### src/sv/chis_pkg.sv
// Shared types and constants for the chained hash integer set.
// Used by every module of the block but chis_checker; depends on nothing.
package chis_pkg;

    localparam int BUCKET_DEPTH = 1280;
    localparam int NODE_DEPTH   = 1024;
    localparam int BKT_AW       = $clog2(BUCKET_DEPTH);
    localparam int DIV_W        = $clog2(BUCKET_DEPTH + 1);
    localparam int NODE_AW      = $clog2(NODE_DEPTH);
    localparam int LINK_W       = $clog2(NODE_DEPTH + 1);
    localparam int KEY_W        = 31;
    localparam int CFG_W        = 11;
    localparam int CNT_W        = 11;
    localparam int STEP_W       = $clog2(KEY_W);

    typedef enum logic [1:0] {
        CMD_INSERT = 2'd0,
        CMD_REMOVE = 2'd1,
        CMD_QUERY  = 2'd2,
        CMD_CLEAR  = 2'd3
    } t_cmd;

    localparam logic [1:0] ST_OK   = 2'd0;
    localparam logic [1:0] ST_MISS = 2'd1;
    localparam logic [1:0] ST_FULL = 2'd2;

    localparam logic REG_MODULUS = 1'b0;
    localparam logic REG_MAX     = 1'b1;

    typedef struct packed {
        t_cmd              cmd;
        logic [KEY_W-1:0]  key;
        logic [BKT_AW-1:0] bucket;
    } t_item;

    typedef struct packed {
        logic full;
        logic empty;
    } t_q_stat;

    typedef struct packed {
        logic              v;
        logic [KEY_W-1:0]  key;
        logic [LINK_W-1:0] link;
    } t_bkt;

endpackage

### src/sv/chis_fifo.sv
// Two-entry queue between front and back ends.
// Depends on chis_pkg.
module chis_fifo (
    input  logic              i_clk,
    input  logic              i_rst_n,
    input  logic              i_push,
    input  chis_pkg::t_item   i_item,
    input  logic              i_pop,
    output chis_pkg::t_item   o_head,
    output chis_pkg::t_q_stat o_stat
);

    chis_pkg::t_item r_mem [2];
    logic            r_wp, r_rp;
    logic [1:0]      r_cnt;

    assign o_head       = r_mem[r_rp];
    assign o_stat.full  = (r_cnt == 2'd2);
    assign o_stat.empty = (r_cnt == 2'd0);

    always_ff @(posedge i_clk) begin
        if (!i_rst_n) begin
            r_wp  <= 1'b0;
            r_rp  <= 1'b0;
            r_cnt <= 2'd0;
        end else begin
            if (i_push) r_wp <= ~r_wp;
            if (i_pop)  r_rp <= ~r_rp;
            r_cnt <= r_cnt + {1'b0, i_push} - {1'b0, i_pop};
        end
    end

    always_ff @(posedge i_clk) begin
        if (i_push) r_mem[r_wp] <= i_item;
    end

endmodule

### config.mk
export PLATFORM = sky130hd
export DESIGN_NAME = chis_fifo
export DESIGN_NICKNAME = d
export VERILOG_FILES = /design/src/sv/chis_pkg.sv /design/src/sv/chis_fifo.sv
export SDC_FILE = /design/constraint.sdc
export NUM_CORES = 1
export LEC_CHECK = 0
export BUFFER_PORTS_ARGS = -buffer_cell sky130_fd_sc_hd__buf_4
export CAP_MARGIN = 5
export CORE_ASPECT_RATIO = 1.4
export CORE_MARGIN = 2
export CORE_UTILIZATION = 51
export CTS_BUF_LIST = sky130_fd_sc_hd__clkbuf_4
export CTS_CLUSTER_DIAMETER = 150
export CTS_CLUSTER_SIZE = 14
export DETAILED_ROUTE_END_ITERATION = 10
export GPL_TIMING_DRIVEN = 0
export HOLD_SLACK_MARGIN = 0.08
export PLACE_DENSITY_LB_ADDON = 0.12
export SYNTH_ARGS = -nofsm -noshare
export SYNTH_HDL_FRONTEND = slang
export SYNTH_SLANG_ARGS = --single-unit
### constraint.sdc
create_clock -name i_clk -period 3.6 [get_ports i_clk]
set_input_delay 0.36 -clock i_clk [delete_from_list [all_inputs] [get_ports i_clk]]
set_output_delay 0.36 -clock i_clk [all_outputs]
set_load 0.1 [all_outputs]
# After elaboration in Yosys (flattened, before gate mapping)

Memory sizes are Yosys's and may differ from the RTL's. A register that Yosys moved wholly into a read port is not among the register bits.
Cells that the tools add are included.

Memory bits (read-only): 0
Input port bits: 48
Memories kept: 1
Word-level logic and storage cells: 14
Register bits after elaboration: 4
Output and inout port bits: 46
Latch bits: 0
Memory bits (writable): 88

Shift operators: 0
Add/sub/neg operators: 2
Reductions and logical operators: 1
Bitwise operators: 2
Multiplexer cells: 4
Equality and inequality tests: 1
Multiply operators: 0
Order comparisons: 0
Divide/modulo/power cells: 0

Memories:

| memory | words | width | read ports | clocked after Yosys merged registers in | write ports | line            | RTL |
|---|---|---|---|---|---|---|---|
| r_mem  | 2     | 44    | 1          | 1                                       | 1           | chis_fifo.sv:13 | `chis_pkg::t_item r_mem [2];` |

Operators with widths:

| kind                 | number |
|---|---|
| $mux W1              | 4 |
| $add A2 B1 Y2        | 1 |
| $eq A2 B2 Y1 const B | 1 |
| $logic_not A2 Y1     | 1 |
| $not A1 Y1           | 2 |
| $sub A2 B1 Y2        | 1 |

# Longest topological paths before layout

Gate-level depths: netlist of the first run.

Word-level depth: 3
Gate-level depth with buffers: 6
Gate-level depth less buffers: 6

# Worst setup path before layout of the first run

OpenSTA, ideal clock, no wires.

Path kind: in2reg
Start point: input i_push
End point: memory r_mem[0][0] in the netlist's numbering, enable pin
Path slack: 0.797 ns
Required time: 3.148 ns
Library setup time: 0.452 ns
Stages: 1
Arrival time: 2.351 ns
Buffers on the path: 0
Cell sequence: nor2b_1

Word-level cells in the longest chain between the ends: 2

Ends and longest elaborated chain:

| what                          | line            | RTL |
|---|---|---|
| from (decl)                   | chis_fifo.sv:6  | `input logic i_push,` |
| $mux W1                       | chis_fifo.sv:34 | `if (i_push) r_mem[r_wp] <= i_item;` |
| $mux W1 (implied by the code) | chis_fifo.sv:34 |  |
| to (decl)                     | chis_fifo.sv:13 |  |

No other way between the ends.

==> run metrics, run 1 <==
status=finished clean; crit-path max FO=10; I/O pin count=94; Seq/Total Area, Yosys=0.7608; htree depth=3; first-pass GRT wire length=7.976 mm; largest cells by area after synthesis=edfxtp_1 (73%), mux2_4 (17%), dfxtp_1 (2.8%); Post-CTS Setup Bufs=0; Final Hold Viols=0; drt initial violations=41; Setup Crit Path Kind=reg -> out; Max Cap Viol=0; Mean Syn Cell Area=22.81 um^2; largest area contributor in the netlist=edfxtp_1; CTS tree=yes; Rows=36; Setup Skew=0.01014 ns; worst skew pair latency=0.42 ns; CTS clk-pin slew, worst paths=0.13 ns; met2 GRT Util=0.2395; DRC Markers=0; GRT busiest layer=met2; Core ar.=6892 um^2; Least-Margin Pin Slew=0.5241 ns; Congestion Overflow GR=0; power density cells=538.6 nW/um^2; worst hold start=i_item[21]; pin count of the biggest net entering global routing=31; Worst Path Required=3.24 ns; CTS Sinks=93; GRT Total Usage=0.1468; library cells used by synthesis=14; Routed Antenna Nets=0; syn_nets=208; Via density=4.761; CP endpoint kind=primary output; Syn Std Cell Area=3605 um^2; via count=1,809; CTS root buffer=clkbuf_4; Synth Area in Compound Gates=0.002083; Worst VDD drop=0.0004051 V; Final WS setup=1.596 ns; hold depth=1; # nets final=330; Post-Place Worst Slack=2.046 ns; min Tclk post-route=2.004 ns; register bit total from synthesis=93; Storage cell area=2743 um^2; vertical die dimension=103.5 um; R2R Setup Slk=2.13 ns; adder-cell share of the synthesized area=0.006942; Final Setup Violations=0; Die Area=7766 um^2; Synth top area share=0.7331; # port buffers=93; Routed wire per std cell=15.04 um; Cells after Synth=158; RSZ-0062 raised after global routing=no; post-synthesis simple-gate area fraction=0.01493; Hold EP=r_mem[1][21]; FF-to-FF path depth=2; initial antenna violation count=0; post-DP HPWL=3.760 mm; largest family of logic cells by synthesized area=multiplexers; multi-input logic area=772.0 um^2; Reg2Reg Launch Point=r_wp; grt met1 use=0.1636; routing usage on met3=0.04167; ant diodes=0; TritonCTS Buffers=9; gpl congestion=0.6851; vias in the first global route=1,712; Initial Util=0.5231; share of layout cells above drive strength 1=0.5579; Total Power=0.002564 W; fillers=489; Fmax=499.0 MHz; max_slew headroom=0.6506; Hold Slack=0.1097 ns; CTS Buffer Depth=2; utilization after layout=0.6906; Warnings, synthesis=0; LEAKAGE=1.895 nW; Tightest Hold Check Type=in -> reg; reg2reg end=r_mem[1][10]; die width=75.06 um; post-cts hold buffer count=6; Startpoint Class=register; mux contribution to synthesized area=0.1791; WP data arrival=1.64 ns; CTS resizes=0; Routed WL=5.714 mm; Layout area overhead=32.04%; period utilization=0.5567; Post-Synth XOR/XNOR Area=0.008678; fin. max-slew vios=0; DRT Pass-1 Iters=6
## worst max path at each step
stage	end	from	slack, ns	depth (start not counted)
after floorplan	r_mem[0][0]	i_push	0.80	1
after global placement	r_mem[0][42]	i_push	-0.46	2
after detailed placement	o_head[32]	register	2.05	4
after CTS	o_head[32]	register	1.56	4
after global routing	o_head[4]	register	1.51	4
final	o_head[32]	register	1.60	4
## where the power goes
part           switching (W)  internal, W
Combinational       0.000535     0.000235
Clock               0.000315     0.000212
Sequential         0.0000177      0.00125
## area by class of cell
class                   count  share of cell area
repair buffers            111              0.1887
well taps                  95             0.02497
inverters                   2            0.001577
multi-input cells          58              0.1622
clock buffers              10             0.01577
clock inverters             6             0.01130
plain buffers               5             0.01919
flip-flops and latches     93              0.5762
## synth_stat cells
cell type  instances
dfxtp_1            5
xnor3_1            1
ha_1               2
inv_1              2
mux2_4            40
edfxtp_1          88
xor2_1             1
buf_12             4
buf_6              1
mux2_2             4
nor2_1             1
o21a_1             1
and2_1             4
nor2b_1            4
## metrics by stage
stage	area [um^2]	cells	setup TNS, ns
4_1_cts	4659	370	0
2_1_floorplan	3605	158	0
5_1_grt	4760	380	0
3_3_place_gp	4422	346	-20.76
6_report	4760	380	0
3_5_place_dp	4471	348	0
## worst max-delay path, stage by stage (launching register included)
cell	delay (ns)
dfxtp_1	0.35
buf_6	0.17
buf_12	0.16
mux2_4	0.31
buf_4	0.23
## cells in the final DEF, fill, tap and decap left out, drive strengths merged
cell type,count
xor2,1
ha,2
inv,2
mux2,44
dlygate4sd3,16
buf,100
clkbuf,10
xnor3,1
and2,4
bufinv,1
clkinv,4
nor2b,4
edfxtp,88
clkinvlp,1
o21a,1
nor2,1
dfxtp,5
## flip-flops by register name, indices dropped and copies added (netlist names), named ones only
| name | flops |
|---|---|
| r_mem | 88 |
| r_cnt | 2 |
| r_rp | 1 |
| r_wp | 1 |
## layer usage
| layer | wire, um | share of wire |
|---|---|---|
| met2 | 3127 | 0.55 |
| met1 | 2144 | 0.38 |
| met3 | 281 | 0.049 |
| met4 | 160 | 0.028 |
| met5 | 0 | 0 |
## logic make-up (layout without fill, tap and decap cells)
kind of cell               after synthesis  in the layout
DFF                                     93             93
muxes                                   44             44
and+or+nand+nor                          9              9
buffers and inverters                    7            134
adders and majority gates                2              2
xor gates and xnor gates                 2              2
AOI/OAI and AO/OA                        1              1
No activity file was read; power rests on OpenSTA's default activity.
==> run 2, diff against run 1 <==
Settings changed: ABC_AREA set to 1, CORE_UTILIZATION 51 to 49.
Clock period 3.6 ns to 1.8 ns, I/O delays scaled along.
==> run metrics, run 2 <==
status=finished clean; CTS root buffer=clkbuf_4; Mean Syn Cell Area=21.20 um^2 (-7.1%); Initial Util=0.4991 (-0.02392); htree depth=3 (unchanged); Tightest Hold Check Type=in -> reg; worst skew pair latency=0.41 ns (about the same); Post-CTS Setup Bufs=0 (unchanged); Logic pwr share=0.319 (+0.018); Hold EP=r_mem[0][36]; met2 GRT Util=0.2876 (+0.04807); initial antenna violation count=0 (unchanged); register bit total from synthesis=93 (unchanged); Rows=37 (+2.8%); Synth top area share=0.7331 (unchanged); DRT Pass-1 Iters=4 (-2); Sw Pwr=0.001643 W (+89%); die width=76.49 um (+1.9%); Layout area overhead=53.28%; CP max stage delay=0.39 ns (+0.04 ns); Primary FF master, synth=edfxtp_1; Final Setup Violations=0 (unchanged); Synth Area in Compound Gates=0.001388 (-0.0006942); most numerous cell on the critical path=buf_12; mux contribution to synthesized area=0.1791 (unchanged); R2R Setup Slk=0.10 ns (-2.03 ns); max_slew headroom=0.7190 (+0.06839); Congestion Overflow GR=0 (unchanged); CP endpoint kind=primary output; most frequent cells after synthesis=edfxtp_1 (88), mux2_4 (40), nor2_1 (9); clock network power share=0.182 (-0.024); Core ar.=7222 um^2 (+4.8%); reg2reg end=r_cnt[0]; first-pass GRT wire length=9.708 mm (+22%); Routed wire per std cell=15.19 um (+1.0%); # nets final=377 (+14%); share of power burned in registers=0.498 (+0.004); CTS Sinks=93 (unchanged); drt initial violations=81 (+98%); ant diodes=0 (unchanged); number of enable flip-flop cells after synthesis=88 (unchanged); Internal=0.003439 W (+100%); Max Cap Viol=0 (unchanged); GRT busiest layer=met2; GRT Total Usage=0.1594 (+0.01257); Routed Antenna Nets=0 (unchanged); Startpoint Class=register; CTS tree=yes; CP cell instances=buf_12 > buf_12 > mux2_4 > buf_12; Worst Path Required=1.62 ns (-1.62 ns); Post-Synth XOR/XNOR Area=0 (-0.008678); # port buffers=93 (unchanged); fin. max-slew vios=0 (unchanged); post-DP HPWL=3.649 mm (-3.0%); Reg2Reg Launch Point=r_cnt[0]; FF-to-FF path depth=7 (+5); Least-Margin Pin Slew=0.4206 ns (-0.1036 ns); Finished Layout Cells=429 (+13%); Post-Place Worst Slack=0.01606 ns (-2.030 ns); period utilization=0.9750; pin count of the biggest net entering global routing=45 (+45%); commonest non-fill, non-tap cell in the layout=edfxtp_1; hold depth=3 (+2); most frequent cells in the layout=edfxtp_1 (88), buf_4 (53), dlygate4sd3_1 (48); Syn Std Cell Area=3605 um^2 (unchanged); Setup Crit Path Kind=reg -> out; RSZ-0062 raised after global routing=yes; LEAKAGE=2.216 nW (+17%); Via density=4.676 (-1.8%); Fmax=569.8 MHz; crit-path max FO=10 (unchanged); Worst path slowest cell=dfxtp_4; Net Sw Frac=0.3233 (-0.01545); power density cells=919.7 nW/um^2 (+71%); min Tclk post-route=1.755 ns; fillers=441 (-9.8%); Warnings, synthesis=0 (unchanged); I/O pin count=94 (unchanged); Final WS setup=0.04494 ns (-1.551 ns); final setup TNS=0 ns (unchanged); worst hold start=i_push; library cells used by synthesis=12 (-2); largest area contributor in the netlist=edfxtp_1; vertical die dimension=105.5 um (+1.9%); max reg flops=88 (unchanged); CTS Buffer Depth=2 (unchanged); Placed Cells=361 (+3.7%); most frequent cell after synthesis=edfxtp_1; Setup Skew=0.01876 ns (+0.008622 ns); adder-cell share of the synthesized area=0.006942 (unchanged); largest registers=r_mem x88, r_cnt x2; TritonCTS Buffers=9 (unchanged); vias in the first global route=2,101 (+23%); via count=2,006 (+11%); post-synthesis simple-gate area fraction=0.01909 (+0.004165); largest cells by area after synthesis=edfxtp_1 (73%), mux2_4 (17%), dfxtp_1 (2.8%); Routed WL=6.518 mm (+14%); Final Hold Viols=0 (unchanged); routing usage on met3=0.04195 (+0.0002854); Hold Slack=0.2558 ns (+0.1461 ns); share of layout cells above drive strength 1=0.5000 (-0.05789); largest family of logic cells by synthesized area=multiplexers; ys async rst share=0 (unchanged); Die Area=8069 um^2 (+3.9%); DRC Markers=0 (unchanged); CTS clk-pin slew, worst paths=0.13 ns (about the same); Seq/Total Area, Yosys=0.7608 (unchanged); Worst VDD drop=0.0006996 V (+73%); Top reg by flops=r_mem; Cells after Synth=170 (+7.6%); gpl congestion=0.6621 (-3.4%); WP data arrival=1.58 ns (-0.06 ns); Total Power=0.005081 W (+98%); grt met1 use=0.1677 (+0.004087); syn_nets=220 (+5.8%)
run 2: cell count changes after synthesis, sizes merged, moves of 4 or more:
cell   before  now
nor2b       4    0
nand2       0    8
and2        4    0
inv         2    7
nor2        1    9
run 2: through the flow:
stage / utilization / cell area, um^2
CTS: 0.7188 / 5191
global placement: 0.6140 / 4434
floorplan: - / 3615
detailed placement: 0.6168 / 4454
global route: 0.7651 / 5525
finish: 0.7651 / 5525
run 2: kinds of logic after synthesis:
group,count (synthesis)
multiplexers,44
flip-flops,93
adder cells (fa/ha/maj),2
buffers and inverters,12
AO/OA/AOI/OAI,1
AND/OR/NAND/NOR,18
run 2: worst max-delay path by stage:
stage             start  slack, ns      endpoint
2_1_floorplan  r_cnt[0]       0.04     o_stat[0]
3_3_place_gp       r_wp      -0.43  r_mem[1][28]
3_5_place_dp       r_wp       0.02  r_mem[0][28]
4_1_cts        register      0.002    o_head[20]
5_1_grt        register      -0.03    o_head[29]
6_report       register       0.04    o_head[29]
run 2: area by class of cell:
cell class,instances,area (um^2),share of cell area
clock buffer,12,90.09,0.01630
buffer,5,100.1,0.01812
multi-input combinational,65,767.0,0.1388
timing repair buffer,146,1657,0.2998
inverter,7,26.28,0.004755
tap,97,121.4,0.02197
sequential,93,2748,0.4973
clock inverter,4,16.27,0.002944
run 2: power groups by stage:
stage	sequential, W	combinational [W]	clock [W]
final	0.00253	0.00162	0.000926
after global routing	0.00255	0.00167	0.00103
after CTS	0.00253	0.00147	0.000959
after detailed placement	0.00258	0.00131	0
after global placement	0.00258	0.00130	0
after floorplan	0.00257	0.00103	0
run 2: layer usage:
metal / routed length (um) / up-vias
met4: 183 / 0
met3: 282 / 15
met1: 2411 / 972
li1: - / 957
met2: 3641 / 62
met5: 0 / -
run 2: what timing repair did:
action	in CTS	in global routing
setup endpoints to repair	40	41
gates resized for setup	40	55
hold buffers	48	0
gates cloned	0	3
endpoints found under the hold margin	93	0
run 2: worst max-delay path: cells and delay by family, from the launching register on:
| kind | cells | cell delay (ns) |
|---|---|---|
| muxes | 1 | 0.33 |
| DFF | 1 | 0.39 |
| buffers and inverters | 3 | 0.46 |
