--- config.mk ---
export PLATFORM = sky130hd
export DESIGN_NAME = chis_front
export DESIGN_NICKNAME = d
export VERILOG_FILES = /design/src/sv/chis_pkg.sv /design/src/sv/chis_front.sv
export SDC_FILE = /design/constraint.sdc
export NUM_CORES = 1
export LEC_CHECK = 0
export BUFFER_PORTS_ARGS = -buffer_cell sky130_fd_sc_hd__buf_2
export CORE_MARGIN = 2
export CORE_UTILIZATION = 53
export DETAILED_ROUTE_END_ITERATION = 16
export PLACE_DENSITY = 0.81
export RECOVER_POWER = 25
export SETUP_SLACK_MARGIN = 0.3
export SYNTH_ARGS = -nofsm -noshare
export SYNTH_HDL_FRONTEND = slang
export SYNTH_SLANG_ARGS = --single-unit
--- constraint.sdc ---
create_clock -name i_clk -period 3 [get_ports i_clk]
set_input_delay 0.15 -clock i_clk [delete_from_list [all_inputs] [get_ports i_clk]]
set_output_delay 0.15 -clock i_clk [all_outputs]
set_load 0.02 [all_outputs]
--- src/sv/chis_pkg.sv ---
// Shared types and constants for the chained hash integer set.
// Used by every module of the block but chis_checker; depends on nothing.
package chis_pkg;

    localparam int BUCKET_DEPTH = 1280;
    localparam int NODE_DEPTH   = 1024;
    localparam int BKT_AW       = $clog2(BUCKET_DEPTH);
    localparam int DIV_W        = $clog2(BUCKET_DEPTH + 1);
    localparam int NODE_AW      = $clog2(NODE_DEPTH);
    localparam int LINK_W       = $clog2(NODE_DEPTH + 1);
    localparam int KEY_W        = 31;
    localparam int CFG_W        = 11;
    localparam int CNT_W        = 11;
    localparam int STEP_W       = $clog2(KEY_W);

    typedef enum logic [1:0] {
        CMD_INSERT = 2'd0,
        CMD_REMOVE = 2'd1,
        CMD_QUERY  = 2'd2,
        CMD_CLEAR  = 2'd3
    } t_cmd;

    localparam logic [1:0] ST_OK   = 2'd0;
    localparam logic [1:0] ST_MISS = 2'd1;
    localparam logic [1:0] ST_FULL = 2'd2;

    localparam logic REG_MODULUS = 1'b0;
    localparam logic REG_MAX     = 1'b1;

    typedef struct packed {
        t_cmd              cmd;
        logic [KEY_W-1:0]  key;
        logic [BKT_AW-1:0] bucket;
    } t_item;

    typedef struct packed {
        logic full;
        logic empty;
    } t_q_stat;

    typedef struct packed {
        logic              v;
        logic [KEY_W-1:0]  key;
        logic [LINK_W-1:0] link;
    } t_bkt;

endpackage

--- src/sv/chis_front.sv ---
// Front end: takes command transfers and works out the bucket by serial modulo.
// Depends on chis_pkg.
module chis_front (
    input  logic                       i_clk,
    input  logic                       i_rst_n,
    input  logic                       i_valid,
    output logic                       o_ready,
    input  chis_pkg::t_cmd             i_cmd,
    input  logic [chis_pkg::KEY_W-1:0] i_key,
    input  logic [chis_pkg::CFG_W-1:0] i_modulus,
    input  logic                       i_hold,
    input  chis_pkg::t_q_stat          i_q,
    output logic                       o_push,
    output chis_pkg::t_item            o_item
);

    typedef enum logic [2:0] {
        F_IDLE = 3'b001,
        F_DIV  = 3'b010,
        F_PUSH = 3'b100
    } t_fstate;

    t_fstate                        r_state, n_state;
    chis_pkg::t_cmd                 r_cmd;
    logic [chis_pkg::KEY_W-1:0]     r_key;
    logic [chis_pkg::KEY_W-1:0]     r_sh;
    logic [chis_pkg::DIV_W-1:0]     r_rem;
    logic [chis_pkg::STEP_W-1:0]    r_cnt;
    logic [chis_pkg::DIV_W-1:0]     m;
    logic [chis_pkg::DIV_W:0]       trial;
    logic [chis_pkg::DIV_W:0]       diff;
    logic                           accept;

    // effective modulus: zero acts as one, oversize clamps to the table
    always_comb begin
        if (32'(i_modulus) > 32'(chis_pkg::BUCKET_DEPTH)) begin
            m = chis_pkg::DIV_W'(chis_pkg::BUCKET_DEPTH);
        end else if (i_modulus == '0) begin
            m = chis_pkg::DIV_W'(1);
        end else begin
            m = chis_pkg::DIV_W'(i_modulus);
        end
    end

    assign trial  = {r_rem, r_sh[chis_pkg::KEY_W-1]};
    assign diff   = trial - {1'b0, m};
    assign o_ready = (r_state == F_IDLE) && !i_hold;
    assign accept = i_valid && o_ready;
    assign o_push = (r_state == F_PUSH) && !i_q.full;
    assign o_item = '{cmd: r_cmd, key: r_key, bucket: r_rem[chis_pkg::BKT_AW-1:0]};

    always_comb begin
        n_state = r_state;
        case (r_state)
            F_IDLE: begin
                if (accept) n_state = F_DIV;
            end
            F_DIV: begin
                if (r_cnt == chis_pkg::STEP_W'(chis_pkg::KEY_W - 1)) n_state = F_PUSH;
            end
            F_PUSH: begin
                if (!i_q.full) n_state = F_IDLE;
            end
            default: n_state = F_IDLE;
        endcase
    end

    always_ff @(posedge i_clk) begin
        if (!i_rst_n) begin
            r_state <= F_IDLE;
        end else begin
            r_state <= n_state;
        end
    end

    always_ff @(posedge i_clk) begin
        if (accept) begin
            r_cmd <= i_cmd;
            r_key <= i_key;
            r_sh  <= i_key;
            r_rem <= '0;
            r_cnt <= '0;
        end else if (r_state == F_DIV) begin
            r_sh  <= {r_sh[chis_pkg::KEY_W-2:0], 1'b0};
            r_cnt <= r_cnt + 1'b1;
            if (trial >= {1'b0, m}) begin
                r_rem <= diff[chis_pkg::DIV_W-1:0];
            end else begin
                r_rem <= trial[chis_pkg::DIV_W-1:0];
            end
        end
    end

endmodule

# == After elaboration in Yosys (flattened, before gate mapping) ==
# Index checks and enable logic that the tools add are counted.
# word_totals
register_bits,83
inputBits,50
output_inout_bits,46
word_cells,34
# classes
add_sub_neg,2
n_lt_le_gt_ge,2
eq_ne,7
mux,9
reduce_logical,8
# ops
cell,n
$mux 31,2
$mux 11,3
$ge 12x11->1,1
$gt 11x11->1 const B,1
$logic_not 11->1,1
$sub 11x11->11,1
$mux 3,3
$pmux 3 s3,1
$ne 2x2->1 const B,3
$add 5x1->5 const B,1
$eq 5x5->1 const B,1
$eq 3x1->1 const B,1
$eq 3x2->1 const B,1
$eq 3x3->1 const B,1
$logic_and 1x1->1,3
$reduce_and 3->1,1
$logic_not 1->1,2
$reduce_bool 2->1,1

# == Depth between registers and ports, before layout ==
# Gate-level depths: netlist of the first run.
# depth
ltp_word,5
ltp_mapped,13
depth_no_buf,12

# == Worst setup path before layout of the first run ==
# No wires, ideal clock.
# synth_path
kind,register -> register
from,reg r_state[0]
to,"reg r_cmd[0], enable pin"
setup_ns,0.378
arrival_time_ns,2.276
required_time_ns,2.622
slack_ns,0.346
stages_incl_launch_ff,7
n_path_buf,2
synth_period_minus_slack_ns,2.654
path_cell_list,dfxtp_1 inv_1 nor4_1 nand2_1 inv_1 buf_2 buf_2
# synth_between
elab_chain_len,3
# synth_rtl
item,line,source
start: declaration,chis_front.sv:23,"t_fstate r_state, n_state;"
start signal: assignment,chis_front.sv:72,r_state <= n_state;
$eq 3x1->1,chis_front.sv:47,assign o_ready = (r_state == F_IDLE) && !i_hold;
$logic_and 1x1->1,chis_front.sv:47,
via o_ready,chis_front.sv:7,"output logic o_ready,"
$logic_and 1x1->1,chis_front.sv:48,assign accept = i_valid && o_ready;
via accept,chis_front.sv:32,logic accept;
end signal: assignment,chis_front.sv:78,r_cmd <= i_cmd;
end: declaration,chis_front.sv:24,chis_pkg::t_cmd r_cmd;
# The timed path passes the listed nets, and every way through them passes these cells.
# A chain may end at the register's enable or synchronous reset.

# == Worst setup path in the final report of the first run ==
# layout_path
from,in i_modulus[0] (netlist bit)
to,reg r_rem[10] (netlist bit)
# layout_between
elab_chain_len,5
word_cells_on_any_way,7
classes_between,1 x add/sub; 2 x order compare; 3 x mux; 1 x reduce/logical
# layout_rtl
item,line,source
start: declaration,chis_front.sv:10,"input logic [chis_pkg::CFG_W-1:0] i_modulus,"
"parallel branches: the longest is 2 deep, another holds $gt 11x11->1",-,
$mux 11 (*),chis_front.sv:36,if (32'(i_modulus) > 32'(chis_pkg::BUCKET_DEPTH)) begin
$sub 11x11->11 or $ge 12x11->1 (tied branches),"chis_front.sv:46, chis_front.sv:86",
$mux 11 (*),chis_front.sv:86,"if (trial >= {1'b0, m}) begin"
end signal: assignment,chis_front.sv:87,r_rem <= diff[chis_pkg::DIV_W-1:0];
end signal: assignment,chis_front.sv:89,r_rem <= trial[chis_pkg::DIV_W-1:0];
end: declaration,chis_front.sv:27,logic [chis_pkg::DIV_W-1:0] r_rem;
# Every way passes the cells marked *.

==> run_results.csv, run 1 <==
group,metric,value,unit
run_status,status,"complete, no violations",
setup_path,cp.arrival,2.77,ns
worst_hold_path,min_delay_path_depth,2,
global_route,grt_max_degree,70,
timing,finalCritPeriodShare,0.850,
route,wl_met3,452,um
finish,areaGrowthSynthToFinish,27.9,%
floorplanning,initial_utilization,0.550,
logic_synthesis,ys_ff_latch,83,
timing,rsz0062_at_grt,"false",
floorplanning,die_y,88.2,um
logic_synthesis,syn_area,3760,um^2
timing,worstMarginPinSlew,0.724,ns
route,drt-total-wl,8100,um
timing,finalSetupViolations,0,
finish,final_cell_mix,"nand2_1 (111), edfxtp_1 (64), buf_2 (52), clkbuf_1 (42), dlygate4sd3_1 (33)",
setup_path,rr_worst_depth,9,
worst_hold_path,min_to,"r_state[0]",
floorplanning,die-area,7780,um^2
logic_synthesis,synth_compound_area_frac,0.102,
finish,fin_nets,543,
logic_synthesis,yosys.area_share.adder,0.0486,
setup_path,r2r_setup_slack,0.46,ns
cts,h-tree-depth,3,
setup_path,startpoint,"i_modulus[0]",
setup_path,cp-end-kind,"register",
power,p_leak,0.00200,uW
cts,tritoncts,"done",
setup_path,crit_type,"in -> reg",
logic_synthesis,synth_top_area_cell,"edfxtp_1",
global_route,grt_antenna_before_repair,0,
route,wl_met1,3480,um
global_route,first_global_vias,2857,
placement,dp_slack,0.0123,ns
logic_synthesis,syn_area_per_cell,10.9,um^2
placement,port_buffers,94,
timing,hold_violations,0,
global_route,grt_use_total,0.217,
finish,final_layout_size_suffix_gt1_frac,0.178,
timing,period_needed,2.55,ns
route,avgViaCountPerCell,5.18,
global_route,grt_pass1_wl,12900,um
logic_synthesis,synthSimpleGateAreaFrac,0.180,
logic_synthesis,ys.flop_type,"edfxtp_1",
timing,fin_hold_ws,0.0260,ns
timing,setup_ws,0.451,ns
cts,clk_latency,0.35,ns
worst_hold_path,hold_path_class,"in -> reg",
finish,final_common_cell,"nand2_1",
setup_path,r2r_start,"r_sh[30]",
finish,final_cells,580,
finish,diodes,0,
timing,report.final.slew_viol_count,0,
setup_path,cp_max_fo,7,
logic_synthesis,synth.distinct_cells,51,
logic_synthesis,synth_area_leaders,"edfxtp_1 (51%), nand2_1 (11%), dfxtp_1 (10%)",
cts,cts.sinks,83,
placement,dp_hpwl,5180,um
route,met2_length,4090,um
logic_synthesis,postSynth.asyncResetShare,0,
timing,fmax,392,MHz
worst_hold_path,min_from,"i_rst_n",
floorplanning,coreArea,6830,um^2
setup_path,required,3.22,ns
route,postRouteAntennaNets,0,
setup_path,r2r_end,"r_rem[8]",
cts,clkTransAtPathRegs,0.09,ns
timing,slew_headroom,0.517,
logic_synthesis,synth_seq_area_share,0.613,
setup_path,worst_setup_path_start_kind,"input pin",
logic_synthesis,synthCells,346,
logic_synthesis,synth_xor_area_frac,0.0210,
logic_synthesis,synthMuxAreaShare,0.00799,
route,drtPass1Iterations,4,
logic_synthesis,synth_top_family_by_area,"simple AND/OR/NAND/NOR gates",
logic_synthesis,synth_top_area_frac,0.511,
route,routed.top_layer,"met4",
power,irDropWorstVdd,402,uV
route,wl_per_cell,14.0,um
route,drt-initial-drc-count,208,
timing,setup_tns,0,ns
floorplanning,io_pins,96,
route,dr_total_vias,3006,
cts,cts_setup_buffers,0,
global_route,overflow,0,
logic_synthesis,synth_fp_nets,410,
placement,numPlacedInstances,531,
floorplanning,fp-row-count,30,
floorplanning,dieWidth,88.2,um
cts,cts_root_buf,"clkbuf_8",
placement,gp_congestion,0.852,
logic_synthesis,ys_warn_count,0,
job,drv_cap,0,
logic_synthesis,synth_edf_count,64,
timing,fin_worst_skew,0.0108,ns
power,p_per_area,487,nW/um^2
cts,numCtsBuffers,9,
route,drc,0,
cts,clk_path_buf_depth,2,
==> layout make-up <==
type / instances / area (um^2)
fillers: 549 / 2030
flip-flops and latches: 83 / 2300
repair buffers: 134 / 802
clock buffers: 10 / 128
clock inverters: 6 / 48.8
well taps: 96 / 120
multi-input cells: 243 / 1380
inverters: 8 / 30.0
==> Yosys cell counts, drive strengths merged, types with 5 or more instances <==
library cell / instances
buf: 7
inv: 8
nand2: 112
nand4: 5
nor2: 13
ha: 13
edfxtp: 64
dfxtp: 19
a21oi: 18
xor2: 5
nand3: 6
o21ai: 19
clkbuf: 5
==> per-stage QoR <==
| stage | utilization | cell area, um^2 | total power [uW] |
|---|---|---|---|
| floorplan | - | 3760 | 1520 |
| CTS | 0.708 | 4830 | 2360 |
| detailed placement | 0.633 | 4330 | 1620 |
| global placement | 0.633 | 4330 | 1610 |
| finish | 0.703 | 4810 | 2340 |
| global route | 0.703 | 4810 | 2440 |
==> repair_timing <==
| action | CTS | global route |
|---|---|---|
| resized for setup | 0 | 5 |
| hold buffers | 33 | 0 |
| endpoints found under the setup margin | 0 | 11 |
| endpoints found under the hold margin | 33 | 0 |
==> flip-flops by register name, indices dropped and copies added, names as in the netlist <==
signal and cells:
r_rem 11, r_cnt 5, r_state 3, r_cmd 2, r_sh 31, r_key 31
==> worst max-delay path, cell delays in order <==
cell and delay [ns]:
buf_2 0.12, nor4_2 0.35, a21boi_0 0.16, o21ai_1 0.18, buf_4 0.17, nand2_1 0.06, ha_1 0.29, a211oi_1 0.33
o21bai_1 0.14, o211a_1 0.24, or3_1 0.32, a21oi_2 0.18, o31ai_2 0.07
==> metal layers <==
layer,up-vias,global-route usage
met2,83,0.363
met3,8,0.0584
met1,1423,0.280
li1,1492,-
met4,0,0.0620
met5,-,0
==> kinds of logic after synthesis <==
| group | after synthesis |
|---|---|
| compound gates | 60 |
| mux | 3 |
| simple gates | 157 |
| xor+xnor | 9 |
| flops | 83 |
| buf+inv | 20 |
| fa+ha+maj | 14 |
==> worst max path at each step <==
| stage | endpoint | slack [ns] |
|---|---|---|
| after floorplan | r_cmd[0] | 0.35 |
| after global placement | r_rem[8] | 0.25 |
| after detailed placement | r_rem[8] | 0.01 |
| after CTS | r_rem[8] | 0.38 |
| after global routing | r_rem[10] | 0.32 |
| final | r_rem[10] | 0.45 |
==> where the power goes <==
group	switching (uW)	internal (uW)
clock	404	311
combinational	185	124
sequential	16.7	1300
total	606	1730
Power figures use the tool's default switching activity.
==> run 2: changes to the inputs <==
CORE_UTILIZATION = 48   (was 53)
PLACE_DENSITY = 0.77   (was 0.81)
clock period = 2 ns   (was 3 ns; I/O delays follow)
==> run 2 against run 1 <==
Against the previous run: the flow now finishes with violations (setup timing); sequential share of layout area is 5.7 points lower; cell area is 14% higher; global-route usage is 0.27 points lower; first-iteration DRC count is 3.8% higher; largest power group unchanged; highest routed layer unchanged.
==> run_results.csv, run 2 (synthesis results as in run 1) <==
group,metric,value,unit
route,avgViaCountPerCell,5.14,
floorplanning,fp-row-count,32,
cts,clk_latency,0.35,ns
timing,finalCritPeriodShare,1.11,
cts,clkTransAtPathRegs,0.08,ns
timing,report.final.slew_viol_count,0,
timing,worstMarginPinSlew,0.347,ns
worst_hold_path,hold_path_class,"in -> reg",
floorplanning,io_pins,96,
job,drv_cap,0,
finish,multi_input_area,1580,um^2
finish,largestRegisters,"r_key: 31 flops, r_sh: 31 flops, r_rem: 11 flops",
power,p_leak,0.00229,uW
placement,port_buffers,94,
timing,hold_violations,0,
route,drt-total-wl,9470,um
timing,period_needed,2.23,ns
finish,final_common_cell,"nand2_1",
timing,fin_worst_skew,0.00922,ns
run_status,violations,"setup timing",
setup_path,worst_setup_path_start_kind,"register",
placement,numPlacedInstances,579,
finish,diodes,0,
cts,tritoncts,"done",
global_route,first_global_vias,3087,
route,drt-initial-drc-count,216,
setup_path,required,2.24,ns
cts,numCtsBuffers,9,
setup_path,r2r_start,"r_sh[30]",
power,p_per_area,666,nW/um^2
power,irDropWorstVdd,631,uV
finish,final_cells,634,
placement,dp_hpwl,6190,um
timing,slew_headroom,0.767,
global_route,grt_use_total,0.214,
setup_path,crit_type,"reg -> reg",
cts,h-tree-depth,3,
finish,final_layout_size_suffix_gt1_frac,0.318,
route,wl_per_cell,14.9,um
global_route,grt_antenna_before_repair,0,
floorplanning,die-area,8550,um^2
cts,clk_path_buf_depth,2,
global_route,grt_pass1_wl,14300,um
finish,register_area,2310,um^2
route,dr_total_vias,3258,
timing,setup_tns,-1.92,ns
cts,cts.sinks,83,
route,drtPass1Iterations,4,
global_route,overflow,0,
timing,rsz0062_at_grt,"true",
finish,n_fill_cell,557,
setup_path,cp_max_fo,6,
setup_path,r2r_setup_slack,-0.23,ns
timing,finalSetupViolations,11,
run_status,status,"finished, violations left",
setup_path,cp-end-kind,"register",
route,postRouteAntennaNets,0,
timing,fin_hold_ws,0.0805,ns
floorplanning,dieWidth,92.5,um
finish,final_cell_mix,"nand2_1 (109), edfxtp_1 (64), buf_2 (52), buf_4 (48), clkbuf_1 (38)",
route,drc,0,
power,p_total,3640,uW
floorplanning,die_y,92.5,um
setup_path,cp.arrival,2.46,ns
timing,fmax,449,MHz
placement,gp_congestion,0.866,
global_route,grt_max_degree,70,
floorplanning,initial_utilization,0.491,
finish,areaGrowthSynthToFinish,45.4,%
floorplanning,coreArea,7650,um^2
cts,cts_root_buf,"clkbuf_8",
setup_path,startpoint,"r_sh[30]",
worst_hold_path,min_from,"i_valid",
timing,setup_ws,-0.225,ns
finish,fin_nets,591,
run 2: changes by cell type in the layout (fill, tap and decap cells not counted), moves of 5 or more:
| cell | change |
|---|---|
| o21ai_0 | -6 |
| ha_1 | -5 |
| buf_6 | +5 |
| a21oi_1 | -6 |
| a21oi_2 | +6 |
| buf_4 | +41 |
run 2: metal layers:
| layer | GRT usage | vias up | routed length, um |
|---|---|---|---|
| met1 | 0.266 | 1566 | 3880 |
| met3 | 0.0578 | 9 | 488 |
| li1 | - | 1590 | - |
| met5 | 0 | - | 0 |
| met4 | 0.0585 | 0 | 99 |
| met2 | 0.370 | 93 | 5000 |
run 2: layout make-up:
cell class,instances,share of cell area
clock inverters,6,0.00870
multi-input cells,244,0.289
repair buffers,181,0.227
clock buffers,10,0.0234
flip-flops and latches,83,0.422
inverters,8,0.00664
well taps,102,0.0234
run 2: timing repair:
item / in CTS / in global routing
gates cloned: 0 / 2
hold buffers: 34 / 0
pin swaps: 4 / 10
setup buffers: 0 / 3
resized for setup: 14 / 30
setup endpoints to repair: 11 / 12
endpoints found under the hold margin: 34 / 0
run 2: power breakdown:
group / internal [uW] / switching (uW)
sequential: 1950 / 24.2
combinational: 278 / 329
clock: 459 / 602
total: 2690 / 955
run 2: path summary, 6_finish.rpt:
path,to,depth (start not counted)
setup reg to reg,r_rem[8],9
setup / recovery,r_rem[8],9
hold / removal,r_sh[0],2
hold reg to reg,r_state[1],1
run 2: per-stage QoR:
stage / setup WS, ns / instance area, um^2 / utilization
6_report: -0.225 / 5460 / 0.714
5_1_grt: -0.299 / 5460 / 0.714
4_1_cts: -0.189 / 5340 / 0.698
3_5_place_dp: -0.649 / 4770 / 0.624
3_3_place_gp: -0.510 / 4770 / 0.624
2_1_floorplan: -0.373 / 3870 / -
run 2: critical path: stages, from the launching register on:
cell	delay (ns)
edfxtp_1	0.38
inv_2	0.06
ha_4	0.16
fa_2	0.34
nand2b_4	0.16
a21o_1	0.18
a211o_4	0.37
and2b_2	0.21
o31ai_2	0.17
o2bb2ai_1	0.09
